==> src/rtl/bdg_pkg.sv <==
// Shared types and constants for the button debounce and gesture decoder.
// No dependencies; every other file in rtl/ imports this package.
package bdg_pkg;

	localparam int NUM_BTN = 5;

	localparam int BTN_NEXT = 0;
	localparam int BTN_PREV = 1;
	localparam int BTN_UP   = 2;
	localparam int BTN_DOWN = 3;
	localparam int BTN_PLAY = 4;

	localparam logic [7:0] COUNT_MAX = 8'd255;

	localparam int CFG_IDX_W  = 3;
	localparam int CFG_DATA_W = 16;

	localparam logic [CFG_IDX_W-1:0] REG_DEBOUNCE      = 3'd0;
	localparam logic [CFG_IDX_W-1:0] REG_PLAY_HOLD     = 3'd1;
	localparam logic [CFG_IDX_W-1:0] REG_DOUBLE_TAP    = 3'd2;
	localparam logic [CFG_IDX_W-1:0] REG_PREV_HOLD     = 3'd3;
	localparam logic [CFG_IDX_W-1:0] REG_NEXT_HOLD     = 3'd4;
	localparam logic [CFG_IDX_W-1:0] REG_REPEAT_DELAY  = 3'd5;
	localparam logic [CFG_IDX_W-1:0] REG_REPEAT_PERIOD = 3'd6;

	localparam logic [7:0]  DEBOUNCE_RST      = 8'd5;
	localparam logic [15:0] PLAY_HOLD_RST     = 16'd2000;
	localparam logic [15:0] DOUBLE_TAP_RST    = 16'd400;
	localparam logic [15:0] PREV_HOLD_RST     = 16'd800;
	localparam logic [15:0] NEXT_HOLD_RST     = 16'd800;
	localparam logic [15:0] REPEAT_DELAY_RST  = 16'd400;
	localparam logic [15:0] REPEAT_PERIOD_RST = 16'd150;

	typedef struct packed {
		logic level_next;
		logic level_prev;
		logic level_up;
		logic level_down;
		logic level_play;
	} item_t;

	typedef struct packed {
		logic next_press;
		logic prev_press;
		logic up_step;
		logic down_step;
		logic play_tap;
		logic play_double;
		logic sleep_request;
		logic prev_hold;
		logic next_hold;
	} result_t;

	typedef struct packed {
		logic [NUM_BTN-1:0] fall;
		logic [NUM_BTN-1:0] rise;
		logic [NUM_BTN-1:0] level;
	} edge_t;

	typedef struct packed {
		logic [15:0] play_hold;
		logic [15:0] double_tap;
		logic [15:0] prev_hold;
		logic [15:0] next_hold;
		logic [15:0] repeat_delay;
		logic [15:0] repeat_period;
	} cfg_t;

endpackage

==> src/rtl/bdg_debounce.sv <==
// Per-button saturating stability counters that turn raw levels into press/release edges.
// Depends on bdg_pkg.
module bdg_debounce import bdg_pkg::*; (
	input  logic               clk,
	input  logic               arst_n,
	input  logic               advance,
	input  logic [NUM_BTN-1:0] raw,
	input  logic [7:0]         debounce_count,
	output edge_t              edges
);

	logic [NUM_BTN-1:0] sample_q;
	logic [NUM_BTN-1:0] stable_q;
	logic [7:0]         count_q [NUM_BTN];
	logic [7:0]         count_n [NUM_BTN];
	logic [NUM_BTN-1:0] fire;

	always_comb begin
		for (int i = 0; i < NUM_BTN; i++) begin
			if (raw[i] == sample_q[i]) begin
				count_n[i] = (count_q[i] < COUNT_MAX) ? count_q[i] + 8'd1 : count_q[i];
			end else begin
				count_n[i] = 8'd0;
			end
			fire[i]        = (count_n[i] == debounce_count) && (raw[i] != stable_q[i]);
			edges.fall[i]  = fire[i] & ~raw[i];
			edges.rise[i]  = fire[i] & raw[i];
			edges.level[i] = fire[i] ? raw[i] : stable_q[i];
		end
	end

	always_ff @(posedge clk or negedge arst_n) begin
		if (!arst_n) begin
			sample_q <= '1;
			stable_q <= '1;
			for (int i = 0; i < NUM_BTN; i++) begin
				count_q[i] <= DEBOUNCE_RST;
			end
		end else if (advance) begin
			sample_q <= raw;
			stable_q <= edges.level;
			for (int i = 0; i < NUM_BTN; i++) begin
				count_q[i] <= count_n[i];
			end
		end
	end

endmodule

==> src/rtl/bdg_gesture.sv <==
// Tick counter and gesture state: play tap/double/sleep, prev/next press/hold, volume repeat.
// Depends on bdg_pkg; takes edges and stable levels from bdg_debounce.
module bdg_gesture import bdg_pkg::*; #(
	parameter int TIME_BITS = 32
) (
	input  logic    clk,
	input  logic    arst_n,
	input  logic    advance,
	input  cfg_t    cfg,
	input  edge_t   edges,
	output result_t result
);

	logic [TIME_BITS-1:0] tick_q;
	logic [TIME_BITS-1:0] play_start_q;
	logic [TIME_BITS-1:0] last_tap_q;
	logic                 tap_valid_q;

	logic [TIME_BITS-1:0] hold_start_q [2];
	logic [1:0]           hold_active_q;
	logic [1:0]           hold_done_q;
	logic [TIME_BITS-1:0] rep_q [2];
	logic [1:0]           vol_active_q;

	logic                 play_long;
	logic                 play_dbl_ok;

	logic [1:0]           h_fall, h_rise, h_level;
	logic [TIME_BITS-1:0] h_limit [2];
	logic [TIME_BITS-1:0] h_start_n [2];
	logic [1:0]           h_active_n, h_done_n, h_held, h_press;

	logic [1:0]           v_fall, v_rise, v_level;
	logic [TIME_BITS-1:0] v_rep_n [2];
	logic [TIME_BITS-1:0] v_diff [2];
	logic [TIME_BITS-1:0] v_rep_next [2];
	logic [1:0]           v_active_n, v_repeat, v_step;

	assign h_fall  = {edges.fall[BTN_NEXT], edges.fall[BTN_PREV]};
	assign h_rise  = {edges.rise[BTN_NEXT], edges.rise[BTN_PREV]};
	assign h_level = {edges.level[BTN_NEXT], edges.level[BTN_PREV]};
	assign h_limit[0] = TIME_BITS'(cfg.prev_hold);
	assign h_limit[1] = TIME_BITS'(cfg.next_hold);

	assign v_fall  = {edges.fall[BTN_DOWN], edges.fall[BTN_UP]};
	assign v_rise  = {edges.rise[BTN_DOWN], edges.rise[BTN_UP]};
	assign v_level = {edges.level[BTN_DOWN], edges.level[BTN_UP]};

	assign play_long   = (tick_q - play_start_q) >= TIME_BITS'(cfg.play_hold);
	assign play_dbl_ok = tap_valid_q && ((tick_q - last_tap_q) <= TIME_BITS'(cfg.double_tap));

	always_comb begin
		for (int h = 0; h < 2; h++) begin
			h_start_n[h]  = h_fall[h] ? tick_q : hold_start_q[h];
			h_active_n[h] = h_fall[h] | hold_active_q[h];
			h_done_n[h]   = ~h_fall[h] & hold_done_q[h];
			h_held[h]     = !h_done_n[h] && h_active_n[h] && !h_level[h] &&
				((tick_q - h_start_n[h]) >= h_limit[h]);
			h_press[h]    = h_rise[h] && !h_done_n[h];

			v_rep_n[h]    = v_fall[h] ? tick_q + TIME_BITS'(cfg.repeat_delay) : rep_q[h];
			v_active_n[h] = v_fall[h] | vol_active_q[h];
			v_diff[h]     = tick_q - v_rep_n[h];
			v_repeat[h]   = v_active_n[h] && !v_level[h] && !v_diff[h][TIME_BITS-1];
			v_step[h]     = v_fall[h] | v_repeat[h];
			v_rep_next[h] = v_repeat[h] ? tick_q + TIME_BITS'(cfg.repeat_period) : v_rep_n[h];
		end
	end

	always_comb begin
		result.next_press    = h_press[1];
		result.prev_press    = h_press[0];
		result.up_step       = v_step[0];
		result.down_step     = v_step[1];
		result.play_tap      = edges.rise[BTN_PLAY] && !play_long;
		result.play_double   = edges.rise[BTN_PLAY] && !play_long && play_dbl_ok;
		result.sleep_request = edges.rise[BTN_PLAY] && play_long;
		result.prev_hold     = h_held[0];
		result.next_hold     = h_held[1];
	end

	always_ff @(posedge clk or negedge arst_n) begin
		if (!arst_n) begin
			tick_q        <= TIME_BITS'(1);
			play_start_q  <= '0;
			last_tap_q    <= '0;
			tap_valid_q   <= 1'b0;
			hold_active_q <= '0;
			hold_done_q   <= '0;
			vol_active_q  <= '0;
			for (int h = 0; h < 2; h++) begin
				hold_start_q[h] <= '0;
				rep_q[h]        <= '0;
			end
		end else if (advance) begin
			tick_q <= tick_q + TIME_BITS'(1);
			if (edges.fall[BTN_PLAY]) begin
				play_start_q <= tick_q;
			end
			if (result.play_double) begin
				tap_valid_q <= 1'b0;
				last_tap_q  <= '0;
			end else if (result.play_tap) begin
				tap_valid_q <= 1'b1;
				last_tap_q  <= tick_q;
			end
			hold_done_q   <= h_done_n | h_held;
			hold_active_q <= h_active_n & ~h_rise;
			vol_active_q  <= v_active_n & ~v_rise;
			for (int h = 0; h < 2; h++) begin
				hold_start_q[h] <= h_start_n[h];
				rep_q[h]        <= v_rep_next[h];
			end
		end
	end

endmodule

==> src/rtl/button_debounce_gesture_decoder.sv <==
// Five-button debounce and gesture decoder. Each item is one 1 ms tick of five active-low
// raw levels; each item yields exactly one result in the next cycle, held in a single output
// register. An item is taken in every clock while that register is empty or being read, so
// the sustained rate is one item per cycle; a stalled reader holds back at most one item.
// Configuration writes take effect from the next item. Depends on bdg_pkg, bdg_debounce,
// bdg_gesture.
module button_debounce_gesture_decoder import bdg_pkg::*; #(
	parameter int TIME_BITS = 32
) (
	input  logic                  clk,
	input  logic                  arst_n,
	input  logic                  item_valid,
	output logic                  item_ready,
	input  item_t                 item,
	output logic                  result_valid,
	input  logic                  result_ready,
	output result_t               result,
	input  logic                  cfg_valid,
	output logic                  cfg_ready,
	input  logic [CFG_IDX_W-1:0]  cfg_index,
	input  logic [CFG_DATA_W-1:0] cfg_data
);

	logic               advance;
	logic [NUM_BTN-1:0] raw;
	logic [7:0]         debounce_q;
	cfg_t               cfg_q;
	edge_t              edges;
	result_t            result_n;
	result_t            result_q;
	logic               result_valid_q;

	assign item_ready   = !result_valid_q || result_ready;
	assign advance      = item_valid && item_ready;
	assign cfg_ready    = 1'b1;
	assign result_valid = result_valid_q;
	assign result       = result_q;

	always_comb begin
		raw           = '0;
		raw[BTN_NEXT] = item.level_next;
		raw[BTN_PREV] = item.level_prev;
		raw[BTN_UP]   = item.level_up;
		raw[BTN_DOWN] = item.level_down;
		raw[BTN_PLAY] = item.level_play;
	end

	always_ff @(posedge clk or negedge arst_n) begin
		if (!arst_n) begin
			debounce_q          <= DEBOUNCE_RST;
			cfg_q.play_hold     <= PLAY_HOLD_RST;
			cfg_q.double_tap    <= DOUBLE_TAP_RST;
			cfg_q.prev_hold     <= PREV_HOLD_RST;
			cfg_q.next_hold     <= NEXT_HOLD_RST;
			cfg_q.repeat_delay  <= REPEAT_DELAY_RST;
			cfg_q.repeat_period <= REPEAT_PERIOD_RST;
		end else if (cfg_valid && cfg_ready) begin
			case (cfg_index)
				REG_DEBOUNCE:      debounce_q          <= cfg_data[7:0];
				REG_PLAY_HOLD:     cfg_q.play_hold     <= cfg_data;
				REG_DOUBLE_TAP:    cfg_q.double_tap    <= cfg_data;
				REG_PREV_HOLD:     cfg_q.prev_hold     <= cfg_data;
				REG_NEXT_HOLD:     cfg_q.next_hold     <= cfg_data;
				REG_REPEAT_DELAY:  cfg_q.repeat_delay  <= cfg_data;
				REG_REPEAT_PERIOD: cfg_q.repeat_period <= cfg_data;
				default: ;
			endcase
		end
	end

	bdg_debounce u_debounce (
		.clk            (clk),
		.arst_n         (arst_n),
		.advance        (advance),
		.raw            (raw),
		.debounce_count (debounce_q),
		.edges          (edges)
	);

	bdg_gesture #(
		.TIME_BITS (TIME_BITS)
	) u_gesture (
		.clk     (clk),
		.arst_n  (arst_n),
		.advance (advance),
		.cfg     (cfg_q),
		.edges   (edges),
		.result  (result_n)
	);

	always_ff @(posedge clk or negedge arst_n) begin
		if (!arst_n) begin
			result_valid_q <= 1'b0;
		end else begin
			result_valid_q <= advance || (result_valid_q && !result_ready);
		end
	end

	always_ff @(posedge clk) begin
		if (advance) begin
			result_q <= result_n;
		end
	end

	a_item_gives_result: assert property (@(posedge clk) disable iff (!arst_n)
		item_valid && item_ready |=> result_valid)
		else $error("accepted item produced no result");

	a_double_is_tap: assert property (@(posedge clk) disable iff (!arst_n)
		result_valid |-> (!result.play_double || result.play_tap))
		else $error("double tap without tap");

	a_tap_or_sleep: assert property (@(posedge clk) disable iff (!arst_n)
		result_valid |-> !(result.play_tap && result.sleep_request))
		else $error("tap and sleep in one item");

	a_hold_excl_press: assert property (@(posedge clk) disable iff (!arst_n)
		result_valid |-> !(result.next_hold && result.next_press) &&
			!(result.prev_hold && result.prev_press))
		else $error("hold and press in one item");

endmodule
==> config.mk <==
export PLATFORM = sky130hd
export DESIGN_NAME = button_debounce_gesture_decoder
export DESIGN_NICKNAME = d
export VERILOG_FILES = /design/src/rtl/bdg_pkg.sv /design/src/rtl/bdg_debounce.sv /design/src/rtl/bdg_gesture.sv /design/src/rtl/button_debounce_gesture_decoder.sv
export SDC_FILE = /design/constraint.sdc
export NUM_CORES = 1
export LEC_CHECK = 0
export BUFFER_PORTS_ARGS = -buffer_cell sky130_fd_sc_hd__buf_2
export CORE_MARGIN = 1.5
export CORE_UTILIZATION = 45
export CTS_BUF_LIST = sky130_fd_sc_hd__clkbuf_16
export CTS_CLUSTER_SIZE = 16
export DETAILED_ROUTE_END_ITERATION = 10
export SETUP_SLACK_MARGIN = 0.1
export SLEW_MARGIN = 5
export SYNTH_ARGS = -nofsm -noshare
export SYNTH_HDL_FRONTEND = slang
export SYNTH_HIERARCHICAL = 1
export SYNTH_SLANG_ARGS = --single-unit
export TNS_END_PERCENT = 100
==> constraint.sdc <==
create_clock -name clk -period 6.9 [get_ports clk]
set_clock_uncertainty 0.1 [all_clocks]
set_input_delay 2.07 -clock clk [delete_from_list [all_inputs] [get_ports clk]]
set_output_delay 2.07 -clock clk [all_outputs]
set_load 0.05 [all_outputs]
# Yosys cells after proc, flatten, opt, wreduce, memory -nomap -nowiden
# Index checks and enable logic that the tools add are counted.
totals:
  out_inout_bits: 12
  register_bits: 395
  in_bits: 29
  wordCells: 182
op_classes:
  n_lt_le_gt_ge: 9
  n_bitwise: 30
  n_reduce_logical: 48
  n_eq_ne: 21
  n_addsub: 14
  mux: 24
op_table:
  columns: ["cell", "count"]
  rows:
  - ["two-way mux 32 bit", 8]
  - ["subtractor 32 bit", 6]
  - ["greater-or-equal comparator 32 x 16 -> 1 bit", 3]
  - ["two-way mux 8 bit", 10]
  - ["adder 32 x 16 -> 32 bit", 2]
  - ["adder 8 x 1 -> 8 bit (second input constant)", 5]
  - ["== test 8 bit", 5]
  - ["< comparator 8 bit (second input constant)", 5]
  - ["adder 32 x 1 -> 32 bit (second input constant)", 1]
  - ["less-or-equal comparator 32 x 16 -> 1 bit", 1]
  - ["logical AND 1 bit", 23]
  - ["AND reduction 2 bit", 10]
  - ["bitwise AND 1 bit", 12]
  - ["logical NOT 1 bit", 11]
  - ["== test 3 bit (second input constant)", 3]
  - ["NOT 1 bit", 7]
  - ["== test 3 x 2 -> 1 bit (second input constant)", 2]
  - ["two-way mux 1 bit", 6]
  - ["OR 1 bit", 6]
  - ["== test 1 bit", 5]
  - ["!= test 1 bit", 5]
  - ["bitwise AND 2 bit", 2]
  - ["NOT 2 bit", 2]
  - ["== test 3 x 1 -> 1 bit (second input constant)", 1]
  - ["other kinds (4)", 5]

# Logic depth before layout (Yosys ltp)
depth:
  ltp_word: 13
  mapped_depth: 30
  depth_no_buf: 28

# Hierarchy
# Netlist, hierarchy kept.
modules_own_cells:
  columns: ["module", "n_inst", "area_per_inst_um2", "cells_per_inst"]
  rows:
  - ["bdg_gesture", 1, 23353.6, 2858]
  - ["button_debounce_gesture_decoder", 1, 4505.6, 243]
  - ["bdg_debounce", 1, 4187.8, 513]

# Worst setup path after synthesis
# OpenSTA, ideal clock, no wires.
synth_timing:
  path_kind: "input-to-reg"
  start: "in item[4] (netlist bit)"
  end: "reg result_q (netlist bit result[0]) (data pin)"
  path_stages: 28
  required_time_ps: 6544
  setup_slack_ps: -1434
  arrival_time_ps: 7978
  setup_time_ps: 256
  cell_sequence: "clkbuf_1 > xnor2_1 > o21ai_0 > a31oi_1 > xor2_1 > a2111oi_2 > nand3_1 > nor3b_1 > clkbuf_1 > clkbuf_1 > mux2i_1 > fa_1 > a211oi_1 > o211ai_1 > and3_1 > o211ai_1 > nand2_1 > xor2_1 > ha_1 > a21o_1 > a221oi_1 > o2111ai_1 > nor3_1 > o211a_1 > o2111ai_1 > a2111oi_0 > nand4_1 > nor3b_1"
synth_rtl:
  columns: ["element", "line_no", "source"]
  rows:
  - ["start, declared", "button_debounce_gesture_decoder.sv:14", "input item_t item,"]
  - ["end signal, assigned", "button_debounce_gesture_decoder.sv:101", "result_q <= result_n;"]
  - ["end, declared", "button_debounce_gesture_decoder.sv:30", "result_t result_q;"]

==> flow_metrics.tcl <==
set metrics [dict create \
    drt-initial-drc-count 1834 \
    placed_cells_incl_taps 4800 \
    r2r_slack_ps 250 \
    worst_slew_pin_slew_ps 1070 \
    cp_common_cell "o211ai_1" \
    path_class "in -> reg" \
    p_per_area_nw_per_um2 284 \
    ant_nets 0 \
    leakagePower_uw 0.0164 \
    status "finished, violations left" \
    coreArea_um2 70300 \
    dr.pass1.iters 5 \
    fill_cells 6444 \
    wl_met1_mm 46.6 \
    syn-num-nets 3934 \
    dr_wl_met3_mm 4.57 \
    combPwrFrac_pct 46.8 \
    max_freq_mhz 138 \
    fin_nets 4268 \
    io_buffers 39 \
    p_seq_share_pct 28.2 \
    dieArea_um2 72800 \
    total_power_uw 10800 \
    grt.overflow.total 0 \
    clock_latency_ps 610 \
    root_buffer "clkbuf_16" \
    die_h_um 270 \
    worst-path-max-fanout 8 \
    slew_headroom_pct 28.2 \
    worstSetupStartpointType "input pin" \
    final-setup-viol-count 2 \
    cts.sinks 395 \
    p_switching_uw 4140 \
    wire_per_inst_um 19.7 \
    final_cells 4930 \
    layout-drive-gt1-share_pct 22.1 \
    timing.final.max_slew_violations 0 \
    drc 0 \
    cts_buffers 50 \
    wl_met2_mm 43.6 \
    arrival_ps 7500 \
    clockBufferDepth 3 \
    seqCellArea_um2 9990 \
    multi_input_area_um2 20800 \
    grtUsageTotal_pct 26.3 \
    path_clk_slew_ps 60 \
    end_kind "flop" \
    die_w_um 270 \
    p_int_uw 6710 \
    highest_layer "met4" \
    final_hold_viol_count 0 \
    core.rowCount 97 \
    rsz0062_at_grt "true" \
    synth_cells 3613 \
    avgViaCountPerCell 5.76 \
    syn_area_per_cell_um2 8.87 \
    cpPeakStageDelay_ps 300 \
    antenna_found_initial 4 \
    yosysWarnings 6 \
    ctsHoldBuffers 0 \
    syn2layout_area_growth_pct 19.2 \
    worst_path_max_delay_cell "nor4_1" \
    maxCapViolations 0 \
    vias 28400 \
    required_ps 7170 \
    wirelength_mm 97.2 \
    globalplace.congestion 0.901 \
    pre_cts_slack_ps -1220 \
    hpwl_mm 73.8 \
    cts_tree "done" \
    grt_pass1_wl_mm 153 \
    hp-class "reg -> reg" \
    setup_ws_ps -337 \
    swShare_pct 38.2 \
    ir_drop_uv 217 \
    first_global_vias 27700 \
    ios 41 \
    violations "negative setup slack" \
    grt_max_degree 103 \
    syn_area_um2 32000 \
    initial_core_util_pct 45.6 \
    period_share_pct 105 \
    power.share.clock_pct 25.0 \
    fin_crit_ps 7240 \
    htreeDepth 2 \
]
==> per-stage QoR <==
stage	hold WS [ps]	setup TNS (ps)	utilization (%)	cell area, um^2
after floorplan	338	-1080	-	32500
after global placement	360	-18650	51.1	35900
after detailed placement	369	-16780	51.1	35900
after CTS	383	-332	53.8	37800
after global routing	397	-1420	54.3	38200
final	378	-585	54.3	38200
==> cell usage in the layout (no fill, tap or decap), types with 15 or more instances in the layout <==
cell type and instances:
buf_4 404, nand2_1 364, dfrtp_1 341, o21ai_0 285, ha_1 285, a21oi_1 248
inv_1 222, nor2_1 191, xnor2_1 153, mux2_2 98, mux2i_1 96, nand3_1 90
nand4_1 64, nor3_1 63, a21o_1 54, xor2_1 53, clkbuf_16 51, dfstp_2 45
nand2b_1 40, buf_2 36, a211oi_1 34, o21a_1 33, a31oi_1 32, and3_1 32
mux2_4 31, o211ai_1 30, o31ai_1 27, o21ai_1 23, nor4_1 22, or3_1 22
o311ai_0 22, nor2b_1 20, o31ai_4 20, buf_12 19, o21bai_1 17, nor3b_1 16
and2_1 16, a211o_1 15
==> sequential cells by signal, indices dropped and copies added, names as in the netlist, 8 cells and up <==
signal	count
u_gesture/last_tap_q	32
u_gesture/hold_start_q	64
u_gesture/rep_q	64
debounce_q	8
result	9
cfg_q	96
u_debounce/count_q	40
u_gesture/play_start_q	32
u_gesture/tick_q	32
==> power groups by stage <==
stage	Clock [uW]	Sequential, uW	Combinational [uW]
floorplan	0	3010	3240
global placement	0	3070	4740
detailed placement	0	3080	4780
CTS	2780	3050	4890
global route	2870	3110	5620
finish	2710	3060	5070
==> area by class of cell <==
cell class	instances	share of cell area (%)
antenna	1	0.00655
multi-input combinational	2810	54.6
clock inverter	43	1.06
sequential	395	26.2
inverter	225	2.21
clock buffer	51	3.34
tap	940	3.08
timing repair buffer	465	9.60
==> layer usage <==
| layer | vias up | track usage [%] |
|---|---|---|
| li1 | 13900 | - |
| met1 | 13800 | 37.3 |
| met2 | 633 | 42.1 |
| met3 | 117 | 3.25 |
| met4 | 0 | 7.17 |
| met5 | - | 0 |
==> final timing paths <==
kind / from / to / cells past startpoint
max: item[4] / result[0]$_DFFE_PP_ / 29
min: u_gesture/hold_start_q[21]$_DFFE_PN0P_ / u_gesture/hold_start_q[21]$_DFFE_PN0P_ / 2
max reg2reg: u_debounce/count_q[32]$_DFFE_PN1P_ / result[0]$_DFFE_PP_ / 29
min reg2reg: u_gesture/hold_start_q[21]$_DFFE_PN0P_ / u_gesture/hold_start_q[21]$_DFFE_PN0P_ / 2
max in group asynchronous: arst_n / u_gesture/rep_q[22]$_DFFE_PN0P_ / 2
min in group asynchronous: arst_n / cfg_q[65]$_DFFE_PN0P_ / 1
==> repair_timing <==
action,CTS,global route
pin swaps,27,29
buffers inserted,14,21
setup endpoints to repair,7,37
gates resized for setup,27,48
==> worst max-delay path: cells and delay by family <==
kind / cells / cell delay [ps]
AO/OA/AOI/OAI: 10 / 1900
adder cells (fa/ha/maj): 2 / 580
buffers and inverters: 4 / 630
AND/OR/NAND/NOR: 9 / 1580
multiplexers: 1 / 250
XOR/XNOR: 3 / 460
Note: power is estimated with default switching activity, not from simulation.
